`src/hdl/polyphase_fir_resampler_defines.svh`:
```
// Assertion macros used by the resampler top module.
// No dependencies.
`ifndef POLYPHASE_FIR_RESAMPLER_DEFINES_SVH
`define POLYPHASE_FIR_RESAMPLER_DEFINES_SVH
// implication check, reset disables
`define PFR_ASSERT_IMP(label, clk, rst, pre, post) \
  label: assert property (@(posedge clk) disable iff (rst) (pre) |-> (post)) \
    else $error("assertion failed");
// next-cycle implication check
`define PFR_ASSERT_NXT(label, clk, rst, pre, post) \
  label: assert property (@(posedge clk) disable iff (rst) (pre) |=> (post)) \
    else $error("assertion failed");
`endif

```
`src/hdl/pfr_pkg.sv`:
```
// Package for the polyphase resampler: types and constants.
// No dependencies.
package pfr_pkg;
  localparam int unsigned COEF_DEPTH_DEF  = 256;
  localparam int unsigned HIST_DEPTH_DEF  = 256;
  localparam int unsigned MAX_UP_DEF      = 16;
  localparam int unsigned SAMPLE_BITS_DEF = 16;
  localparam int unsigned COEF_BITS       = 18;
  localparam int unsigned RES_LIMIT       = 16;
  localparam int unsigned MAX_DOWN        = 256;
  localparam int unsigned CFG_BITS        = 9;
  localparam int unsigned ACC_BITS        = 64;

  typedef enum logic [1:0] {
    REG_UP_RATE    = 2'd0,
    REG_DOWN_RATE  = 2'd1,
    REG_COEF_COUNT = 2'd2
  } reg_index_t;

  typedef enum logic [3:0] {
    ST_IDLE, ST_CLEAR, ST_SETUP, ST_DIV, ST_ISSUE, ST_DRAIN, ST_ROUND,
    ST_STEP, ST_STEPDIV, ST_EMIT, ST_WAIT
  } state_t;

  typedef struct packed {
    logic clear_step;   // write zero to one address of both memories
    logic take_item;    // input item accepted
    logic coef_write;
    logic hist_write;
    logic setup;        // latch clamped config, start divide for P
    logic div_step;
    logic tap_start;
    logic tap_issue;
    logic acc_add;
    logic round;
    logic phase_step;   // t += D
    logic pdiv_step;    // subtract U from t
    logic emit;
    logic finish;       // commit phase and skip
  } cmd_t;

  typedef struct packed {
    logic clear_done;
    logic skip_pending;
    logic div_done;
    logic taps_done;
    logic pdiv_done;
    logic out_full;
    logic last_res;
  } status_t;
endpackage

```
`src/hdl/pfr_ctrl.sv`:
```
// Resampler controller state machine.
// Depends on pfr_pkg.
module pfr_ctrl import pfr_pkg::*; (
  input  logic    clk,
  input  logic    rst,
  input  logic    in_valid,
  input  logic    in_action,
  output logic    in_ready,
  input  status_t status,
  output cmd_t    cmd
);
  state_t state, state_next;

  always_ff @(posedge clk) begin
    if (rst) begin
      state <= ST_CLEAR;
    end else begin
      state <= state_next;
    end
  end

  always_comb begin
    state_next = state;
    cmd = '0;
    in_ready = 1'b0;
    case (state)
      ST_CLEAR: begin
        cmd.clear_step = 1'b1;
        if (status.clear_done) begin
          state_next = ST_IDLE;
        end
      end
      ST_IDLE: begin
        in_ready = !status.out_full;
        if (in_valid && in_ready) begin
          cmd.take_item = 1'b1;
          if (in_action) begin
            cmd.coef_write = 1'b1;
          end else begin
            cmd.hist_write = 1'b1;
            state_next = ST_SETUP;
          end
        end
      end
      ST_SETUP: begin
        cmd.setup = 1'b1;
        if (status.skip_pending) begin
          cmd.finish = 1'b1;
          state_next = ST_IDLE;
        end else begin
          state_next = ST_DIV;
        end
      end
      ST_DIV: begin
        cmd.div_step = 1'b1;
        if (status.div_done) begin
          state_next = ST_ISSUE;
        end
      end
      ST_ISSUE: begin
        cmd.tap_start = 1'b1;
        state_next = ST_DRAIN;
      end
      ST_DRAIN: begin
        cmd.tap_issue = 1'b1;
        cmd.acc_add = 1'b1;
        if (status.taps_done) begin
          state_next = ST_ROUND;
        end
      end
      ST_ROUND: begin
        cmd.round = 1'b1;
        state_next = ST_STEP;
      end
      ST_STEP: begin
        cmd.phase_step = 1'b1;
        state_next = ST_STEPDIV;
      end
      ST_STEPDIV: begin
        cmd.pdiv_step = 1'b1;
        if (status.pdiv_done) begin
          state_next = ST_WAIT;
        end
      end
      ST_WAIT: begin
        if (!status.out_full) begin
          state_next = ST_EMIT;
        end
      end
      ST_EMIT: begin
        cmd.emit = 1'b1;
        if (status.last_res) begin
          cmd.finish = 1'b1;
          state_next = ST_IDLE;
        end else begin
          state_next = ST_ISSUE;
        end
      end
      default: state_next = ST_IDLE;
    endcase
  end
endmodule

```
`config.mk`:
```
export PLATFORM = sky130hd
export DESIGN_NAME = pfr_ctrl
export DESIGN_NICKNAME = d
export VERILOG_FILES = /design/src/hdl/polyphase_fir_resampler_defines.svh /design/src/hdl/pfr_pkg.sv /design/src/hdl/pfr_ctrl.sv
export SDC_FILE = /design/constraint.sdc
export NUM_CORES = 1
export LEC_CHECK = 0
export ABC_CLOCK_PERIOD_IN_PS = 1600
export BUFFER_PORTS_ARGS = -buffer_cell sky130_fd_sc_hd__clkbuf_2
export CORE_AREA = 2 2 39 41
export CTS_CLUSTER_SIZE = 30
export DETAILED_ROUTE_END_ITERATION = 8
export DIE_AREA = 0 0 41 43
export PLACE_DENSITY_LB_ADDON = 0.12
export SYNTH_ARGS = -nofsm -noshare
export SYNTH_HDL_FRONTEND = slang
export SYNTH_SLANG_ARGS = --single-unit
```
`constraint.sdc`:
```
create_clock -name clk -period 1.6 [get_ports clk]
set_input_delay 0.16 -clock clk [delete_from_list [all_inputs] [get_ports clk]]
set_output_delay 0.16 -clock clk [all_outputs]
set_load 0.02 [all_outputs]
```
### After elaboration in Yosys (flattened, before gate mapping)

Index checks and enable logic that the tools add are counted.

* $add $sub $neg: 0
* multipliers: 0
* div/mod/pow operators: 0
* order comparisons: 0
* eq/ne operators: 17
* shifts and indexed selects: 0
* multiplexer cells: 27
* bitwise operators: 0
* reductions and logical operators: 4

Operators by type and width (count)
* 4-bit case mux with 11 select lines: 1
* 4-bit 2-to-1 mux: 7
* 4-bit by 3-bit == test with 1-bit output (second input constant): 4
* 2-bit inequality test (second input constant): 7
* 1-bit 2-to-1 mux: 13
* 4-bit == test (second input constant): 3
* 3-bit 2-to-1 mux: 3
* 4-bit by 2-bit == test with 1-bit output (second input constant): 2
* 7-bit AND reduction: 1
* 4-bit by 1-bit == test with 1-bit output (second input constant): 1
* 4-bit logical NOT: 1
* 2-bit 2-to-1 mux: 2
* 1-bit case mux with 2 select lines: 1
* 1-bit logical AND: 1
* 1-bit logical NOT: 1

* bits in registers: 4
* bits in latches: 0
* RAM bits: 0
* ROM bits: 0
* output and inout bits: 15
* logic and storage cells: 49
* memories: 0

### Depth between registers and ports, before layout

Gate-level depths: netlist (run 1).

* word-level depth: 4
* mapped depth: 5

### Least setup slack after synthesis (run 1)

Ideal clock, no wire load.

* path type: register -> output
* from: reg state[2]
* to: out cmd[10] in the netlist's numbering
* arrival time: 1.795 ns
* required time: 1.440 ns
* slack: -0.355 ns
* stages on the path, launching flop included: 6
* buffers on the path: 1
* cell sequence: dfxtp_1 buf_2 inv_1 nand4_1 nor3b_1 nor2b_1

RTL lines
* start: declaration: RTL line pfr_ctrl.sv:12 `state_t state, state_next;`
* start signal: assignment: RTL line pfr_ctrl.sv:18 `state <= state_next;`
* end: declaration: RTL line pfr_ctrl.sv:10 `output cmd_t cmd`

==> flow_summary_export.csv, run 1 <==
group,metric,value,unit
critical_path,slowest_stage,"dfxtp_2",
logic_synthesis,yosysMostFrequentCell,"nor2_1",
logic_synthesis,ys_seq_area_share,16.8,%
logic_synthesis,synth-edff-count,0,
critical_path,critPathLaunch,"state[3]",
die,placement_rows,14,
clock_tree,clk_pin_slew_worst_paths,0.03,ns
layout,diodes,0,
clock_tree,htreeDepth,1,
sta,worst_slew_pin_slew,0.231,ns
grt,grt_pass1_wl,2210,µm
status,outcome,"finished, final reports clean",
sta,timing.setup.tns,0,ns
sta,drv_slew,0,
layout,largest_reg_flops,4,
logic_synthesis,avgSynthCellArea,7.24,µm²
logic_synthesis,synth.distinct_cells,32,
clock_tree,cts_root_buf,"clkbuf_4",
routing,first_iter_violations,1,
critical_path,arrival,1.38,ns
logic_synthesis,synthTopCellsByCount,"7 x nor2_1, 6 x nand2b_1",
flow_run,maxCapViolCount,0,
critical_path,crit_chain,"inv_1, nand4_1, nor3b_4, nor2b_1, buf_4",
critical_path,worstPathRequired,1.44,ns
layout,n_fill_cell,168,
die,die-width,41,µm
routing,dr_total_vias,592,
sta,finalSetupViolations,0,
worst_hold_path,hold_class,"input port to flop",
routing,highest_layer,"met4",
clock_tree,cts.sinks,4,
die,dieHeight,43,µm
die,initial_core_util,34.5,%
sta,slew_headroom,84.5,%
routing,viasPerCell,5.15,
logic_synthesis,synth_nets,77,
critical_path,crit_path_max_fanout,4,
sta,fmax,0.648,GHz
layout,reg_top3,"state x4",
clock_tree,cts_tree,"built",
routing,drt.antenna.violating_nets,0,
critical_path,timing.rr.start,"state[0]",
routing,routedWlPerCell,12.0,µm
layout,utilization,54.9,%
routing,wl_met1,591,µm
logic_synthesis,ys_ff_latch,4,
die,core,0.00138,mm²
power,ir_drop,0.374,mV
sta,hold_violations,0,
placement,port_buffers,25,
power,p_leak,0.337,nW
clock_tree,cts-buffers-inserted,3,
layout,drive_above_1_share,52.5,%
logic_synthesis,synth_area,478,µm²
critical_path,endpoint_kind,"output pin",
power,powerDensity,727,mW/mm²
layout,final_area,759,µm²
placement,post_dp_cell_area,671,µm²
placement,place_congestion,0.809,
clock_tree,clk-insertion-delay-late,0.24,ns
logic_synthesis,synthCells,66,
logic_synthesis,synth_top_area_share,16.8,%
layout,multi_input_area,394,µm²
layout,fin_nets,112,
routing,postRouteWirelength,1380,µm
critical_path,cp-start-kind,"flop",
sta,post-route-period-util,96.5,%
die,dieArea,0.00176,mm²
clock_tree,ctsHoldBuffers,0,
grt,antenna_found_initial,0,
routing,wl_met3,50,µm
grt,track_usage,18.0,%
logic_synthesis,yosysTopAreaCell,"dfxtp_1",
die,ios,26,
routing,firstDrtPassIters,2,
clock_tree,cts_buffer_depth,2,
sta,timing.clock.skew,0.00557,ns
critical_path,crit_family,"simple AND/OR/NAND/NOR gates",
sta,rsz0062_at_grt,"yes",
logic_synthesis,synth_ff_type,"dfxtp_1",
logic_synthesis,synthTopCellsByArea,"dfxtp_1 17%, mux4_2 9.4%, nand2b_1 7.9%",
layout,regArea,92.6,µm²
routing,dr_wl_met2,717,µm
sta,hold_ws,0.123,ns
critical_path,critical_path_class,"flop to output pin",
grt,grt_pass1_vias,522,
layout,area_delta_synth_final,58.9,%
grt,overflow,0,
critical_path,cp_num_buf_inv,2,
logic_synthesis,ys_warn_count,0,
sta,period_needed,1.54,ns
placement,dp_hpwl,1080,µm
worst_hold_path,min_from,"rst",
routing,drc,0,
grt,grt_max_degree,14,
layout,regMostFlops,"state",
critical_path,crit_path_max_incr_delay,0.34,ns
logic_synthesis,synth_async_sr_flop_share,0,%
logic make-up (layout without fill, tap and decap cells):
logic type | count (synthesis) | count (layout) | share of synthesized area [%]
AO/OA/AOI/OAI | 13 | 13 | 19.9
buffers and inverters | 10 | 43 | 9.16
flip-flops | 4 | 4 | 16.8
multiplexers | 2 | 2 | 9.42
AND/OR/NAND/NOR | 37 | 37 | 44.8
repair_timing:
action	CTS	global route
buffers inserted	2	1
pin swaps	3	4
resized for setup	10	11
setup endpoints to repair	5	6
through the flow:
stage	worst slack (ns)	power (mW)	std cells
2_1_floorplan	-0.0917	0.299	66
4_1_cts	0.00115	0.538	114
3_3_place_gp	0.0873	0.389	110
3_5_place_dp	0.0235	0.391	110
5_1_grt	-0.0359	0.598	115
6_report	0.0556	0.552	115
power breakdown:
part | switching, mW | total [mW] | internal (mW)
logic | 0.147 | 0.281 | 0.134
registers | 0.0270 | 0.141 | 0.114
clock network | 0.0458 | 0.130 | 0.0842
total | 0.220 | 0.552 | 0.333
routing by layer:
metal / GRT usage [%] / vias up
li1: - / 306
met1: 22.8 / 269
met2: 28.1 / 15
met3: 1.57 / 2
met4: 10.0 / 0
met5: 0 / -
final cells by class:
| cell class | instances | area share [%] |
|---|---|---|
| Clock buffer | 3 | 2.97 |
| Timing Repair Buffer | 34 | 27.3 |
| Tap cell | 16 | 2.64 |
| Inverter | 6 | 2.97 |
| Multi-Input combinational cell | 52 | 51.9 |
| Sequential cell | 4 | 12.2 |
layout by cell type (no fill, tap or decap), types with 2 or more instances in the layout:
cell      count
nor3_1        3
nor2_1        6
inv_1         4
o21ai_0       2
dfxtp_4       3
o22ai_1       2
clkbuf_2     22
or2b_1        2
o31ai_1       2
buf_6         2
mux4_2        2
nand2b_1      4
clkbuf_4      3
nand2_1       2
buf_4        10
nor2b_1       4
nand4_1       3
inv_2         2
final timing paths:
kind,to,slack [ns],depth (start not counted)
hold reg to reg,state[1],0.54,2
setup / recovery,cmd[10],0.06,5
hold / removal,state[3],0.12,2
setup reg to reg,state[1],0.07,4
Note: power is estimated with default switching activity, not from simulation.
==> run 2, diff against run 1 <==
--- a/config.mk
+++ b/config.mk
@@ -5,6 +5,7 @@
 export SDC_FILE = /design/constraint.sdc
 export NUM_CORES = 1
 export LEC_CHECK = 0
+export ABC_AREA = 1
 export ABC_CLOCK_PERIOD_IN_PS = 1600
 export BUFFER_PORTS_ARGS = -buffer_cell sky130_fd_sc_hd__clkbuf_2
 export CORE_AREA = 2 2 39 41
==> flow_summary_export.csv, run 2 <==
group,metric,value,unit
routing,drt.antenna.violating_nets,0,
logic_synthesis,synth_async_sr_flop_share,0,%
routing,viasPerCell,4.41,
power,power.total,0.990,mW
placement,numPlacedInstances,123,
sta,hold_violations,0,
critical_path,slowest_stage,"dfxtp_1",
sta,slew_headroom,81.6,%
sta,fmax,0.662,GHz
layout,n_fill_cell,174,
routing,drc,0,
critical_path,crit_path_max_incr_delay,0.47,ns
power,netSwitchingPower,0.535,mW
worst_hold_path,hold_class,"input port to flop",
routing,routedWlPerCell,8.55,µm
logic_synthesis,ys_seq_area_share,17.1,%
grt,grt_pass1_wl,1570,µm
layout,stdcell_count,127,
routing,first_iter_violations,6,
sta,rsz0062_at_grt,"no",
logic_synthesis,synth_ff_type,"dfxtp_1",
routing,postRouteWirelength,1090,µm
logic_synthesis,synth-edff-count,0,
die,dieArea,0.00176,mm²
layout,fin_nets,124,
grt,overflow,0,
sta,finalSetupViolations,0,
sta,drv_slew,0,
sta,timing.setup.tns,0,ns
logic_synthesis,synth_top_area_share,17.1,%
power,power_frac_comb,68.3,%
logic_synthesis,synthTopCellsByArea,"dfxtp_1 17%, nor2_1 14%, nand2_1 13%",
clock_tree,cts_tree,"built",
layout,reg_top3,"state x4",
power,ir_drop,0.716,mV
logic_synthesis,yosysTopAreaCell,"dfxtp_1",
sta,timing.clock.skew,0.00497,ns
clock_tree,htreeDepth,1,
die,ios,26,
layout,final_cell_mix,"25 x clkbuf_2, 17 x nor2_1, 16 x nand2_1",
critical_path,crit_chain,"inv_2, nor2_4, inv_1, nor2_1, clkbuf_2",
power,internal_power,0.454,mW
layout,regMostFlops,"state",
routing,firstDrtPassIters,3,
placement,place_congestion,0.767,
logic_synthesis,synth_nets,94,
placement,port_buffers,25,
sta,worst_slew_pin_slew,0.275,ns
clock_tree,cts-buffers-inserted,3,
power,p_seq_share,19.3,%
sta,post-route-period-util,94.5,%
die,placement_rows,14,
critical_path,crit_path_max_fanout,4,
logic_synthesis,ys_ff_latch,4,
clock_tree,clk-insertion-delay-late,0.23,ns
grt,grt_pass1_vias,453,
power,powerDensity,1550,mW/mm²
routing,dr_total_vias,560,
layout,final_common_cell,"clkbuf_2",
layout,largest_reg_flops,4,
layout,utilization,46.0,%
clock_tree,cts_buffer_depth,2,
critical_path,worstPathRequired,1.44,ns
die,initial_core_util,33.8,%
placement,dp_hpwl,927,µm
power,p_leak,0.376,nW
clock_tree,cts_root_buf,"clkbuf_4",
die,core,0.00138,mm²
grt,track_usage,12.7,%
logic_synthesis,yosysMostFrequentCell,"nor2_1",
critical_path,endpoint_kind,"output pin",
sta,period_needed,1.51,ns
critical_path,cp-start-kind,"flop",
layout,diodes,0,
critical_path,critical_path_class,"flop to output pin",
logic_synthesis,synthCells,83,
grt,antenna_found_initial,0,
layout,area_delta_synth_final,36.1,%
logic_synthesis,synthTopCellsByCount,"17 x nor2_1, 16 x nand2_1, 12 x inv_1",
critical_path,arrival,1.35,ns
logic_synthesis,avgSynthCellArea,5.64,µm²
clock_tree,ctsHoldBuffers,0,
power,clkPwrFrac,12.4,%
die,die-width,41,µm
clock_tree,cts.sinks,4,
clock_tree,clk_pin_slew_worst_paths,0.04,ns
logic_synthesis,ys_warn_count,0,
grt,grt_max_degree,8,
power,switching_share,54.1,%
flow_run,maxCapViolCount,0,
die,dieHeight,43,µm
logic_synthesis,synth.distinct_cells,14,
logic_synthesis,synth_area,468,µm²
critical_path,r2r_slack,0.27,ns
layout,drive_above_1_share,39.6,%
status,outcome,"finished, final reports clean",
-- run 2: cell types whose count changed in the layout (fill, tap and decap cells not counted), moves of 4 or more --
cell and change:
inv_1 +8, nor2_1 +11, buf_4 -9, nand2b_1 -4, nor2_4 +4, nand3_1 +8
nand2_1 +14, nor2b_1 -4
-- run 2: routing by layer --
metal	global-route usage (%)	wire length (µm)	vias to the layer above
met5	0	0	-
met3	1.57	50	0
li1	-	-	312
met1	13.9	504	236
met4	6.00	0	0
met2	22.2	531	12
-- run 2: final timing paths --
check                                 to  depth (start not counted)  startpoint
worst min-delay path            state[3]                          2         rst
worst max-delay path              cmd[3]                          5    state[2]
worst max register to register  state[2]                          8    state[2]
worst min register to register  state[1]                          2    state[1]
-- run 2: timing repair --
action                                  CTS  global route
endpoints found under the setup margin    0             1
hold endpoints to repair                  0             0
gates resized for setup                   0             1
buffers inserted                          0             1
-- run 2: area by class of cell --
| cell class | count | area [µm²] | area share (%) |
|---|---|---|---|
| Timing Repair Buffer | 26 | 133 | 20.8 |
| Multi-Input combinational cell | 63 | 324 | 50.9 |
| Clock buffer | 3 | 22.5 | 3.54 |
| Sequential cell | 4 | 81.3 | 12.8 |
| Inverter | 15 | 56.3 | 8.84 |
| Tap cell | 16 | 20.0 | 3.14 |
-- run 2: cells by family (layout without fill, tap and decap cells) --
| family | after synthesis | count (layout) | synth area share, % |
|---|---|---|---|
| simple gates | 59 | 59 | 64.2 |
| buf+inv | 16 | 44 | 13.6 |
| compound gates | 4 | 4 | 5.08 |
| flops | 4 | 4 | 17.1 |
-- run 2: power groups by stage --
| stage | Sequential [mW] | Combinational (mW) | Clock [mW] |
|---|---|---|---|
| 2_1_floorplan | 0.182 | 0.525 | 0 |
| 3_3_place_gp | 0.188 | 0.670 | 0 |
| 3_5_place_dp | 0.190 | 0.662 | 0 |
| 4_1_cts | 0.188 | 0.665 | 0.127 |
| 5_1_grt | 0.200 | 0.749 | 0.135 |
| 6_report | 0.191 | 0.676 | 0.123 |
-- run 2: critical path: cells and delay by family, from the launching register on --
| kind | cells | cell delay (ns) |
|---|---|---|
| AND/OR/NAND/NOR | 2 | 0.26 |
| flip-flops | 1 | 0.47 |
| buffers and inverters | 3 | 0.40 |
-- run 2: per-stage QoR --
step                hold slack (ns)  area (µm²)  setup WS, ns
floorplan                     0.232         468         0.186
global placement              0.338         606         0.301
detailed placement            0.339         606         0.305
CTS                          0.0922         628        0.0597
global route                 0.0953         637       0.00178
finish                       0.0951         637        0.0887
==> run 3, diff against run 2 <==
--- a/config.mk
+++ b/config.mk
@@ -9,10 +9,12 @@
 export ABC_CLOCK_PERIOD_IN_PS = 1600
 export BUFFER_PORTS_ARGS = -buffer_cell sky130_fd_sc_hd__clkbuf_2
 export CORE_AREA = 2 2 39 41
+export CTS_BUF_LIST = sky130_fd_sc_hd__clkbuf_16
 export CTS_CLUSTER_SIZE = 30
 export DETAILED_ROUTE_END_ITERATION = 8
 export DIE_AREA = 0 0 41 43
 export PLACE_DENSITY_LB_ADDON = 0.12
+export RECOVER_POWER = 100
 export SYNTH_ARGS = -nofsm -noshare
 export SYNTH_HDL_FRONTEND = slang
 export SYNTH_SLANG_ARGS = --single-unit
==> flow_summary_export.csv, run 3 (synthesis results as in run 2) <==
group,metric,value,unit
status,outcome,"finished, final reports clean",
critical_path,crit_family,"flip-flops",
die,ios,26,
die,dieArea,0.00176,mm²
placement,post_dp_cell_area,606,µm²
layout,utilization,49.1,%
critical_path,cp_num_buf_inv,3,
routing,first_iter_violations,4,
power,ir_drop,0.871,mV
critical_path,worstPathRequired,1.44,ns
grt,grt_pass1_wl,1610,µm
sta,worst_slew_pin_slew,0.280,ns
sta,timing.clock.skew,0.000877,ns
routing,postRouteWirelength,1120,µm
layout,diodes,0,
sta,slew_headroom,81.3,%
critical_path,crit_path_max_incr_delay,0.47,ns
critical_path,crit_chain,"inv_2, nor2_4, inv_1, nor2_1, clkbuf_2",
clock_tree,cts_root_buf,"clkbuf_16",
placement,place_congestion,0.767,
power,power.total,1.24,mW
grt,grt_max_degree,8,
sta,post-route-period-util,94.0,%
clock_tree,htreeDepth,1,
sta,timing.setup.tns,0,ns
grt,antenna_found_initial,0,
layout,largest_reg_flops,4,
routing,dr_total_vias,565,
power,p_leak,0.379,nW
routing,viasPerCell,4.45,
die,core,0.00138,mm²
layout,n_fill_cell,165,
sta,hold_violations,0,
power,powerDensity,1820,mW/mm²
layout,final_area,679,µm²
layout,drive_above_1_share,34.2,%
clock_tree,cts-buffers-inserted,3,
die,placement_rows,14,
sta,fmax,0.665,GHz
grt,track_usage,13.0,%
clock_tree,clk-insertion-delay-late,0.22,ns
die,die-width,41,µm
critical_path,slowest_stage,"dfxtp_1",
layout,stdcell_count,127,
worst_hold_path,hold_class,"input port to flop",
sta,finalSetupViolations,0,
sta,period_needed,1.50,ns
layout,reg_top3,"state x4",
placement,dp_slack,0.305,ns
clock_tree,cts_buffer_depth,2,
layout,regMostFlops,"state",
critical_path,timing.rr.start,"state[2]",
critical_path,endpoint_kind,"output pin",
sta,rsz0062_at_grt,"no",
clock_tree,cts.sinks,4,
die,initial_core_util,33.8,%
placement,numPlacedInstances,123,
die,dieHeight,43,µm
worst_hold_path,min_from,"rst",
grt,grt_pass1_vias,465,
layout,final_common_cell,"clkbuf_2",
sta,fin_ws,0.0961,ns
critical_path,critical_path_class,"flop to output pin",
clock_tree,cts_tree,"built",
routing,drc,0,
sta,hold_ws,0.106,ns
layout,area_delta_synth_final,45.2,%
layout,fin_nets,124,
routing,routedWlPerCell,8.80,µm
critical_path,critPathLaunch,"state[2]",
critical_path,crit_path_max_fanout,4,
flow_run,maxCapViolCount,0,
routing,firstDrtPassIters,2,
layout,regArea,81.3,µm²
critical_path,arrival,1.34,ns
clock_tree,clk_pin_slew_worst_paths,0.03,ns
routing,drt.antenna.violating_nets,0,
sta,drv_slew,0,
placement,port_buffers,25,
placement,dp_hpwl,927,µm
critical_path,cp-start-kind,"flop",
grt,overflow,0,
layout,final_cell_mix,"20 x clkbuf_2, 17 x nor2_1, 16 x nand2_1",
layout,multi_input_area,324,µm²
-- run 3: cell count changes in the layout (fill, tap and decap cells not counted), sizes merged --
cell    previous run  this run
clkbuf            28        29
buf                1         0
-- run 3: what timing repair did --
item,CTS,global route
buffers inserted,0,1
setup endpoints to repair,0,1
hold endpoints to repair,0,0
resized for setup,0,1
hold buffers,0,0
-- run 3: path summary, 6_finish.rpt --
kind / depth (start not counted) / to / slack, ns
worst min register to register: 2 / state[1] / 0.53
worst max register to register: 8 / state[2] / 0.25
worst min-delay path: 2 / state[3] / 0.11
worst max-delay path: 5 / cmd[3] / 0.1
-- run 3: layer usage --
metal | routed length (µm) | up-vias | GRT usage [%]
met1 | 515 | 240 | 13.9
met4 | 0 | 0 | 6.00
met5 | 0 | - | 0
met2 | 549 | 12 | 23.1
met3 | 54 | 0 | 1.57
li1 | - | 313 | -
-- run 3: power by group --
group	internal [mW]	switching [mW]	total, mW
clock network	0.319	0.0685	0.388
logic	0.220	0.439	0.659
registers	0.135	0.0560	0.191
-- run 3: area by class of cell --
cell class,instances,share of cell area [%]
Timing Repair Buffer,26,18.0
Multi-Input combinational cell,63,47.7
Clock buffer,3,11.0
Sequential cell,4,12.0
Inverter,15,8.29
Tap cell,16,2.95
